`src/hw/rtl/assert_macros.svh`:
```
// Assertion helpers shared by the RTL.
`ifndef ASSERT_MACROS_SVH
`define ASSERT_MACROS_SVH

`ifndef NO_ASSERTIONS

// Checked on every clock, masked while reset is asserted.
`define PLSS_ASSERT(label, prop) \
  label: assert property (@(posedge clk) disable iff (!rst_n) (prop)) \
    else $error("%m: check failed");

// Checked on every clock, reset included.
`define PLSS_ASSERT_ALWAYS(label, prop) \
  label: assert property (@(posedge clk) (prop)) else $error("%m: check failed");

`else

`define PLSS_ASSERT(label, prop)
`define PLSS_ASSERT_ALWAYS(label, prop)

`endif

`endif

```
`src/hw/rtl/plss_pkg.sv`:
```
`timescale 1ns / 1ps

package plss_pkg;

  // Wide enough to index a store of up to 64 entries.
  localparam int CELL_IDX_W = 6;

  typedef enum logic [2:0] {
    OP_INS_FIRST = 3'd0,
    OP_INS_LAST  = 3'd1,
    OP_INS_AT    = 3'd2,
    OP_DEL_FIRST = 3'd3,
    OP_DEL_LAST  = 3'd4,
    OP_DEL_AT    = 3'd5,
    OP_READ_OUT  = 3'd6,
    OP_NOP       = 3'd7
  } op_t;

  typedef enum logic [1:0] {
    ST_OK    = 2'd0,
    ST_RANGE = 2'd1,
    ST_FULL  = 2'd2
  } status_t;

  typedef enum logic [1:0] {
    CMD_HOLD = 2'd0,
    CMD_INS  = 2'd1,
    CMD_DEL  = 2'd2,
    CMD_ROT  = 2'd3
  } cell_cmd_t;

  // Broadcast to every cell of the chain.
  typedef struct packed {
    cell_cmd_t               cmd;
    logic [CELL_IDX_W-1:0]   k;     // slot of insert or delete
    logic [CELL_IDX_W-1:0]   tail;  // last occupied slot, for rotation
  } cell_ctrl_t;

endpackage

```
`src/hw/rtl/plss_cell.sv`:
```
`timescale 1ns / 1ps

module plss_cell import plss_pkg::*; #(
  parameter int IDX = 0
) (
  input  logic        clk,
  input  cell_ctrl_t  ctrl,
  input  logic [31:0] ins_value,
  input  logic [31:0] prev_val,
  input  logic [31:0] next_val,
  input  logic [31:0] head_val,
  output logic [31:0] val_r
);

  localparam logic [CELL_IDX_W-1:0] MY_IDX = CELL_IDX_W'(IDX);

  always_ff @(posedge clk) begin
    case (ctrl.cmd)
      CMD_INS: begin
        if (MY_IDX > ctrl.k) begin
          val_r <= prev_val;
        end else if (MY_IDX == ctrl.k) begin
          val_r <= ins_value;
        end
      end
      CMD_DEL: begin
        if (MY_IDX >= ctrl.k) begin
          val_r <= next_val;
        end
      end
      CMD_ROT: begin
        // head wraps around to the tail slot
        if (MY_IDX == ctrl.tail) begin
          val_r <= head_val;
        end else if (MY_IDX < ctrl.tail) begin
          val_r <= next_val;
        end
      end
      default: begin
        val_r <= val_r;
      end
    endcase
  end

endmodule

```
`src/hw/rtl/positional_list_shift_store_unit.sv`:
```
`timescale 1ns / 1ps
// Ordered list of signed 32-bit values in a row of CAPACITY shift cells.
// Input stream in_*: one word per operation (insert first/last/at, delete
// first/last/at, read out). Output stream out_*: one word per operation,
// except read out, which gives one word per entry from head to tail with
// out_tlast on the final one (an empty list gives a single status word).
// Every output word carries the occupancy after the operation.
// The result word is registered and is valid in the cycle after the input
// is taken. Inserts and deletes shift, load or hold all cells in parallel.
// During a read out the chain rotates one place toward the head per word, so
// after N words, N being the entry count, it is back in its original order.
// No input is taken during a read out.
// A single output register sits between the sides; a new input is taken in
// the cycle the previous word leaves. If out_tready is low the word holds
// and in_tready drops until it is taken.
// Reset (rst_n low, synchronous) empties the list and clears out_tvalid;
// cell contents are not cleared and are never read before being written.
`include "assert_macros.svh"

module positional_list_shift_store_unit import plss_pkg::*; #(
  parameter int CAPACITY = 16
) (
  input  logic        clk,
  input  logic        rst_n,
  input  logic        in_tvalid,
  output logic        in_tready,
  input  logic [47:0] in_tdata,   // opcode[2:0], value[34:3], position[42:35]
  output logic        out_tvalid,
  input  logic        out_tready,
  output logic [47:0] out_tdata,  // status[1:0], element[33:2],
                                  // element_index[38:34], occupancy[43:39]
  output logic        out_tlast
);

  localparam int CW   = $clog2(CAPACITY + 1);
  localparam int IW   = $clog2(CAPACITY);
  localparam int CMPW = (CW > 8 ? CW : 8) + 1;

  typedef enum logic {
    S_IDLE,
    S_READ
  } state_t;

  state_t         state_r;
  logic [CW-1:0]  count_r;
  logic [CW-1:0]  rd_idx_r;
  logic           out_valid_r;
  status_t        out_status_r;
  logic [31:0]    out_element_r;
  logic [4:0]     out_index_r;
  logic [4:0]     out_occ_r;
  logic           out_last_r;

  logic [31:0]    cell_val [CAPACITY];
  cell_ctrl_t     ctrl;

  op_t            op;
  logic [31:0]    in_value;
  logic [7:0]     in_pos;
  logic           accept;
  logic           out_free;
  logic           out_load;
  logic           empty;
  logic           full;
  logic [CW-1:0]  cnt_m1;
  logic [CW-1:0]  cnt_p1;
  logic [CW-1:0]  rd_next;
  logic [7:0]     pos_m1;
  logic           ins_req;
  logic           del_req;
  logic           range_ok;
  logic [IW-1:0]  k_sel;
  logic           is_read;
  status_t        st;
  logic [CW-1:0]  count_nxt;
  cell_cmd_t      cmd;

  assign op       = op_t'(in_tdata[2:0]);
  assign in_value = in_tdata[34:3];
  assign in_pos   = in_tdata[42:35];

  assign out_free  = !out_valid_r || out_tready;
  assign in_tready = (state_r == S_IDLE) && out_free;
  assign accept    = in_tvalid && in_tready;
  // a new word enters the output register on accept, or per step of a read out
  assign out_load  = (state_r == S_IDLE) ? accept : out_free;

  assign empty   = (count_r == '0);
  assign full    = (count_r == CW'(CAPACITY));
  assign cnt_m1  = count_r - 1'b1;
  assign cnt_p1  = count_r + 1'b1;
  assign rd_next = rd_idx_r + 1'b1;
  assign pos_m1  = in_pos - 8'd1;

  always_comb begin
    ins_req   = 1'b0;
    del_req   = 1'b0;
    range_ok  = 1'b1;
    k_sel     = '0;
    is_read   = 1'b0;
    st        = ST_OK;
    count_nxt = count_r;
    cmd       = CMD_HOLD;

    case (op)
      OP_INS_FIRST: begin
        ins_req = 1'b1;
      end
      OP_INS_LAST: begin
        ins_req = 1'b1;
        k_sel   = count_r[IW-1:0];
      end
      OP_INS_AT: begin
        ins_req  = 1'b1;
        range_ok = (in_pos != 8'd0) && (CMPW'(in_pos) <= CMPW'(count_r) + 1'b1);
        k_sel    = pos_m1[IW-1:0];
      end
      OP_DEL_FIRST: begin
        del_req  = 1'b1;
        range_ok = !empty;
      end
      OP_DEL_LAST: begin
        del_req  = 1'b1;
        range_ok = !empty;
        k_sel    = cnt_m1[IW-1:0];
      end
      OP_DEL_AT: begin
        del_req  = 1'b1;
        range_ok = (in_pos != 8'd0) && (CMPW'(in_pos) <= CMPW'(count_r));
        k_sel    = pos_m1[IW-1:0];
      end
      OP_READ_OUT: begin
        is_read = 1'b1;
      end
      default: begin
        st = ST_OK;
      end
    endcase

    if (ins_req) begin
      if (!range_ok) begin
        st = ST_RANGE;
      end else if (full) begin
        st = ST_FULL;
      end else begin
        cmd       = CMD_INS;
        count_nxt = cnt_p1;
      end
    end
    if (del_req) begin
      if (!range_ok) begin
        st = ST_RANGE;
      end else begin
        cmd       = CMD_DEL;
        count_nxt = cnt_m1;
      end
    end
    if (is_read) begin
      if (empty) begin
        st = ST_RANGE;
      end else begin
        cmd = CMD_ROT;
      end
    end

    ctrl.k    = CELL_IDX_W'(k_sel);
    ctrl.tail = CELL_IDX_W'(cnt_m1[IW-1:0]);
    if (state_r == S_READ) begin
      ctrl.cmd = out_free ? CMD_ROT : CMD_HOLD;
    end else begin
      ctrl.cmd = accept ? cmd : CMD_HOLD;
    end
  end

  for (genvar i = 0; i < CAPACITY; i++) begin : g_cell
    plss_cell #(
      .IDX(i)
    ) u_cell (
      .clk      (clk),
      .ctrl     (ctrl),
      .ins_value(in_value),
      .prev_val (cell_val[(i == 0) ? 0 : i - 1]),
      .next_val (cell_val[(i == CAPACITY - 1) ? i : i + 1]),
      .head_val (cell_val[0]),
      .val_r    (cell_val[i])
    );
  end

  always_ff @(posedge clk) begin
    if (!rst_n) begin
      state_r     <= S_IDLE;
      count_r     <= '0;
      rd_idx_r    <= '0;
      out_valid_r <= 1'b0;
    end else begin
      if (out_load) begin
        out_valid_r <= 1'b1;
      end else if (out_valid_r && out_tready) begin
        out_valid_r <= 1'b0;
      end
      case (state_r)
        S_IDLE: begin
          if (accept) begin
            count_r      <= count_nxt;
            out_status_r <= st;
            out_occ_r    <= 5'(count_nxt);
            if (is_read && !empty) begin
              out_element_r <= cell_val[0];
              out_index_r   <= 5'd1;
              out_last_r    <= (count_r == CW'(1));
              rd_idx_r      <= CW'(1);
              if (count_r != CW'(1)) begin
                state_r <= S_READ;
              end
            end else begin
              out_element_r <= '0;
              out_index_r   <= '0;
              out_last_r    <= 1'b1;
            end
          end
        end
        S_READ: begin
          if (out_free) begin
            out_status_r  <= ST_OK;
            out_occ_r     <= 5'(count_r);
            out_element_r <= cell_val[0];
            out_index_r   <= 5'(rd_next);
            out_last_r    <= (rd_next == count_r);
            rd_idx_r      <= rd_next;
            if (rd_next == count_r) begin
              state_r <= S_IDLE;
            end
          end
        end
        default: begin
          state_r <= S_IDLE;
        end
      endcase
    end
  end

  assign out_tvalid = out_valid_r;
  assign out_tlast  = out_last_r;
  assign out_tdata  = {4'd0, out_occ_r, out_index_r, out_element_r, out_status_r};

  `PLSS_ASSERT(a_count_bound, count_r <= CW'(CAPACITY))
  `PLSS_ASSERT(a_read_count_stable, (state_r == S_READ) |=> $stable(count_r))
  `PLSS_ASSERT(a_read_idx_range, (state_r == S_READ) |-> (rd_idx_r < count_r))
  `PLSS_ASSERT_ALWAYS(a_reset_no_valid, !rst_n |=> !out_tvalid)

endmodule
```
`config.mk`:
```
export PLATFORM = sky130hd
export DESIGN_NAME = positional_list_shift_store_unit
export DESIGN_NICKNAME = d
export VERILOG_FILES = /design/src/hw/rtl/plss_pkg.sv /design/src/hw/rtl/plss_cell.sv /design/src/hw/rtl/positional_list_shift_store_unit.sv
export VERILOG_INCLUDE_DIRS = /design/src /design/src/hw/rtl
export SDC_FILE = /design/constraint.sdc
export NUM_CORES = 2
export LEC_CHECK = 0
export BUFFER_PORTS_ARGS = -buffer_cell sky130_fd_sc_hd__buf_2
export CAP_MARGIN = 20
export CORE_MARGIN = 1
export CORE_UTILIZATION = 30
export CTS_CLUSTER_SIZE = 25
export DETAILED_ROUTE_END_ITERATION = 10
export GPL_ROUTABILITY_DRIVEN = 0
export PLACE_DENSITY = 0.51
export RECOVER_POWER = 100
export SYNTH_ARGS = -nofsm -noshare
export SYNTH_HDL_FRONTEND = slang
export SYNTH_SLANG_ARGS = --single-unit
```
`constraint.sdc`:
```
create_clock -name clk -period 13.5 [get_ports clk]
set_input_delay 0 -clock clk [delete_from_list [all_inputs] [get_ports clk]]
set_output_delay 0 -clock clk [all_outputs]
set_load 0.03 [all_outputs]
```
==> impl_metrics.toml <==
[hold_path]
hold_end = "out_index_r[0]$_DFFE_PP_"
hold_start = "in_tdata[1]"
hold_depth = 3
hp-class = "input pin to flip-flop"

[cts]
htreeDepth = 3
insertion_delay_ns = 0.65
clkTransAtPathRegs_ns = 0.06
cts_tree = "built"
cts.sinks = 569
cts_made_buffers = 69
clockBufferDepth = 3
cts_resized = 0
root_buffer = "clkbuf_16"

[flow_run]
maxCapViolations = 35

[worst_setup_path]
cpLargestDelayFamily = "buffers and inverters"
cp-end-kind = "flip-flop"
worst-r2r-cell-count = 12
crit_buf_inv = 4
worstSetupPathType = "flip-flop to flip-flop"
crit_chain = "inv_1 > ha_1 > or4b_1 > a31o_2 > clkbuf_1 > a2111oi_4 > nor3_4 > clkbuf_2 > nor2_1 > buf_4 > a22o_1 > a221o_1"
crit_path_start_kind = "flip-flop"
r2r_start = "count_r[1]$_SDFFE_PN0P_"
startpoint = "count_r[1]$_SDFFE_PN0P_"
reg2reg_slack_ns = 4.57
r2r_end = "g_cell[4].u_cell.val_r[6]$_DFFE_PP_"
required_ns = 13.87
crit_arrival_ns = 9.31
max_stage_delay_ns = 3.37
slowest_stage = "clkbuf_2"
worstPathMaxFanout = 200

[synth]
synth_area_um2 = 31870
syn_inst = 2953
ys_warn_count = 0
synthArstFlopShare_pct = 0
synth_edf_count = 557
ys.flop_type = "edfxtp_1"
syn_area_per_cell_um2 = 10.79
ys_ff_latch = 569
ys_types = 77
synth_seq_area_share_pct = 53.24

[sta]
max_freq_ghz = 0.1120
drv_slew = 1102
min_period_ns = 8.933
worst_pin_slew_ns = 4.896
slew_headroom_pct = -226.4
tns_ns = 0
whs_ns = 0.02823
rsz0062_at_grt = "no"
hold_violations = 0
fin_skew_ns = 0.03219
period_share_pct = 66.17
setup_viol_count_final = 0

[routing]
detail_route.first_pass.iterations = 5
wl_um = 124700
drc = 0
viasPerCell = 5.982
vias = 25920
antenna_left = 0
dr.first_iter.drc_count = 3178
wl_per_cell_um = 28.77

[final_layout]
stdcell_area_um2 = 35990
layout-area-overhead-vs-synth_pct = 12.92
nNetsFinal = 2964
antenna_cells = 0
n_fill_cell = 10562
drive_gt1_share_pct = 8.226
postLayoutCoreUtil_pct = 34.19

[pwr]
ir_worst_vdd_mv = 0.09009
leakage_uw = 0.01270
power-per-cell-area_nw_per_um2 = 145.5

[status]
violations = "capacitance limit, slew limit"
status = "complete, but fails checks"

[floorplan]
die-area_um2 = 107500
die_w_um = 327.9
io_pins = 103
die_height_um = 327.9
rows = 119
start_util_pct = 30.27
core-area_um2 = 105300

[place]
port_buffers = 93
placed_cell_area_um2 = 33760
dpl.hpwl_um = 67040

[global_routing]
grt_pass1_wl_um = 179700
overflow = 0
grt_pass1_vias = 25250
grt_usage_pct = 22.66
grt_max_degree = 201
antenna_found_initial = 2
==> how the worst max path moves through the flow <==
stage                                                  endpoint  slack, ns  depth (start not counted)
after floorplan             g_cell[1].u_cell.val_r[0]$_DFFE_PP_       7.24                         14
after global placement    g_cell[13].u_cell.val_r[15]$_DFFE_PP_       7.86                         13
after detailed placement    g_cell[3].u_cell.val_r[8]$_DFFE_PP_       8.08                         10
after CTS                  g_cell[3].u_cell.val_r[14]$_DFFE_PP_       8.07                         10
after global routing        g_cell[4].u_cell.val_r[6]$_DFFE_PP_       4.04                         12
final                       g_cell[4].u_cell.val_r[6]$_DFFE_PP_       4.57                         12
==> placed cells by master, fill, tap and decap left out, types with 56 or more instances in the layout <==
cell	Yosys	layout
a221o_1	359	359
clkbuf_1	230	91
clkbuf_16	0	70
nand2_1	556	549
a22o_1	61	61
edfxtp_1	557	557
nor2_1	209	205
a21oi_1	171	168
o211ai_1	56	56
mux2i_1	253	253
==> routing by layer <==
metal	track usage (%)	share of wire (%)
met5	0	0
met4	7.477	3.4
met3	6.171	10
met2	34.64	44
met1	30.84	42
==> cell families (layout without fill, tap and decap cells) <==
| logic type | count (synthesis) | after routing | share of synthesized area, % |
|---|---|---|---|
| compound gates | 808 | 808 | 20.72 |
| xor+xnor | 14 | 14 | 0.3848 |
| fa+ha+maj | 19 | 19 | 0.7460 |
| buf+inv | 373 | 359 | 4.884 |
| flops | 569 | 569 | 53.24 |
| mux | 261 | 261 | 8.229 |
| other cells | 1 | 4 | 0.01177 |
| simple gates | 908 | 908 | 11.79 |
==> Yosys cell counts, types with 5 or more instances <==
cell type	n	area [um2]
nor3_1	21	105.1
o31ai_1	8	60.06
a21oi_1	171	855.8
a21o_1	5	37.54
a221oi_1	14	122.6
a221o_1	359	3593
a22o_1	61	534.3
o22ai_1	12	75.07
clkbuf_1	230	863.3
dfxtp_1	12	240.2
buf_1	33	123.9
nand3_1	14	70.07
nand2_1	556	2087
and2_1	61	381.6
edfxtp_1	557	16730
and3_1	9	56.30
o21ai_1	6	30.03
a222oi_1	5	50.05
mux2_1	5	56.30
xnor2_1	11	96.34
nor2b_1	9	56.30
a311oi_1	9	78.83
nor2_1	209	784.5
buf_4	21	157.7
a211oi_1	13	97.59
buf_2	49	245.2
nand2b_1	6	37.54
ha_1	19	237.7
o211ai_1	56	420.4
inv_1	36	135.1
a31oi_1	5	31.28
mux2i_1	253	2532
o21ai_0	48	240.2
==> per-stage QoR <==
step / setup WS (ns) / cells / power, uW
global placement: 7.857 / 4172 / 3336
global route: 4.044 / 4333 / 5396
finish: 4.567 / 4333 / 5235
detailed placement: 8.078 / 4174 / 3350
CTS: 8.066 / 4333 / 5231
floorplan: 7.237 / 2956 / 2968
==> final cells by class <==
type | count | area (um2) | area share (%)
Tap cell | 1391 | 1740 | 4.836
Multi-Input combinational cell | 2014 | 13760 | 38.25
Clock inverter | 36 | 364.1 | 1.012
Sequential cell | 569 | 16970 | 47.15
Timing Repair Buffer | 202 | 1207 | 3.355
Clock buffer | 84 | 1804 | 5.014
Inverter | 37 | 138.9 | 0.3859
==> power by group <==
part	leakage [uW]	switching [uW]	internal, uW
combinational	0.00639	691	374
sequential	0.00526	102	2180
clock	0.00105	829	1060
==> flip-flops by register name (all words and copies together), names as in the netlist <==
name / count
out_status_r: 2
out_occ_r: 5
out_index_r: 5
rd_idx_r: 5
out_element_r: 32
count_r: 5
out_tlast: 1
state_r: 1
g_cell.u_cell.val_r: 512
out_tvalid: 1
==> worst reg2reg max path, stage by stage, from the launching register on <==
cell,delay [ns]
dfxtp_1,0.61
inv_1,0.29
ha_1,0.27
or4b_1,0.27
a31o_2,0.18
clkbuf_1,1.74
a2111oi_4,0.10
nor3_4,0.52
clkbuf_2,3.37
nor2_1,0.26
buf_4,0.51
a22o_1,0.32
a221o_1,0.27
==> repair_timing <==
action | in CTS | in global routing
hold endpoints to repair | 120 | 0
hold buffers | 39 | 0
buffers inserted | 0 | 0
Power figures use the tool's default switching activity.
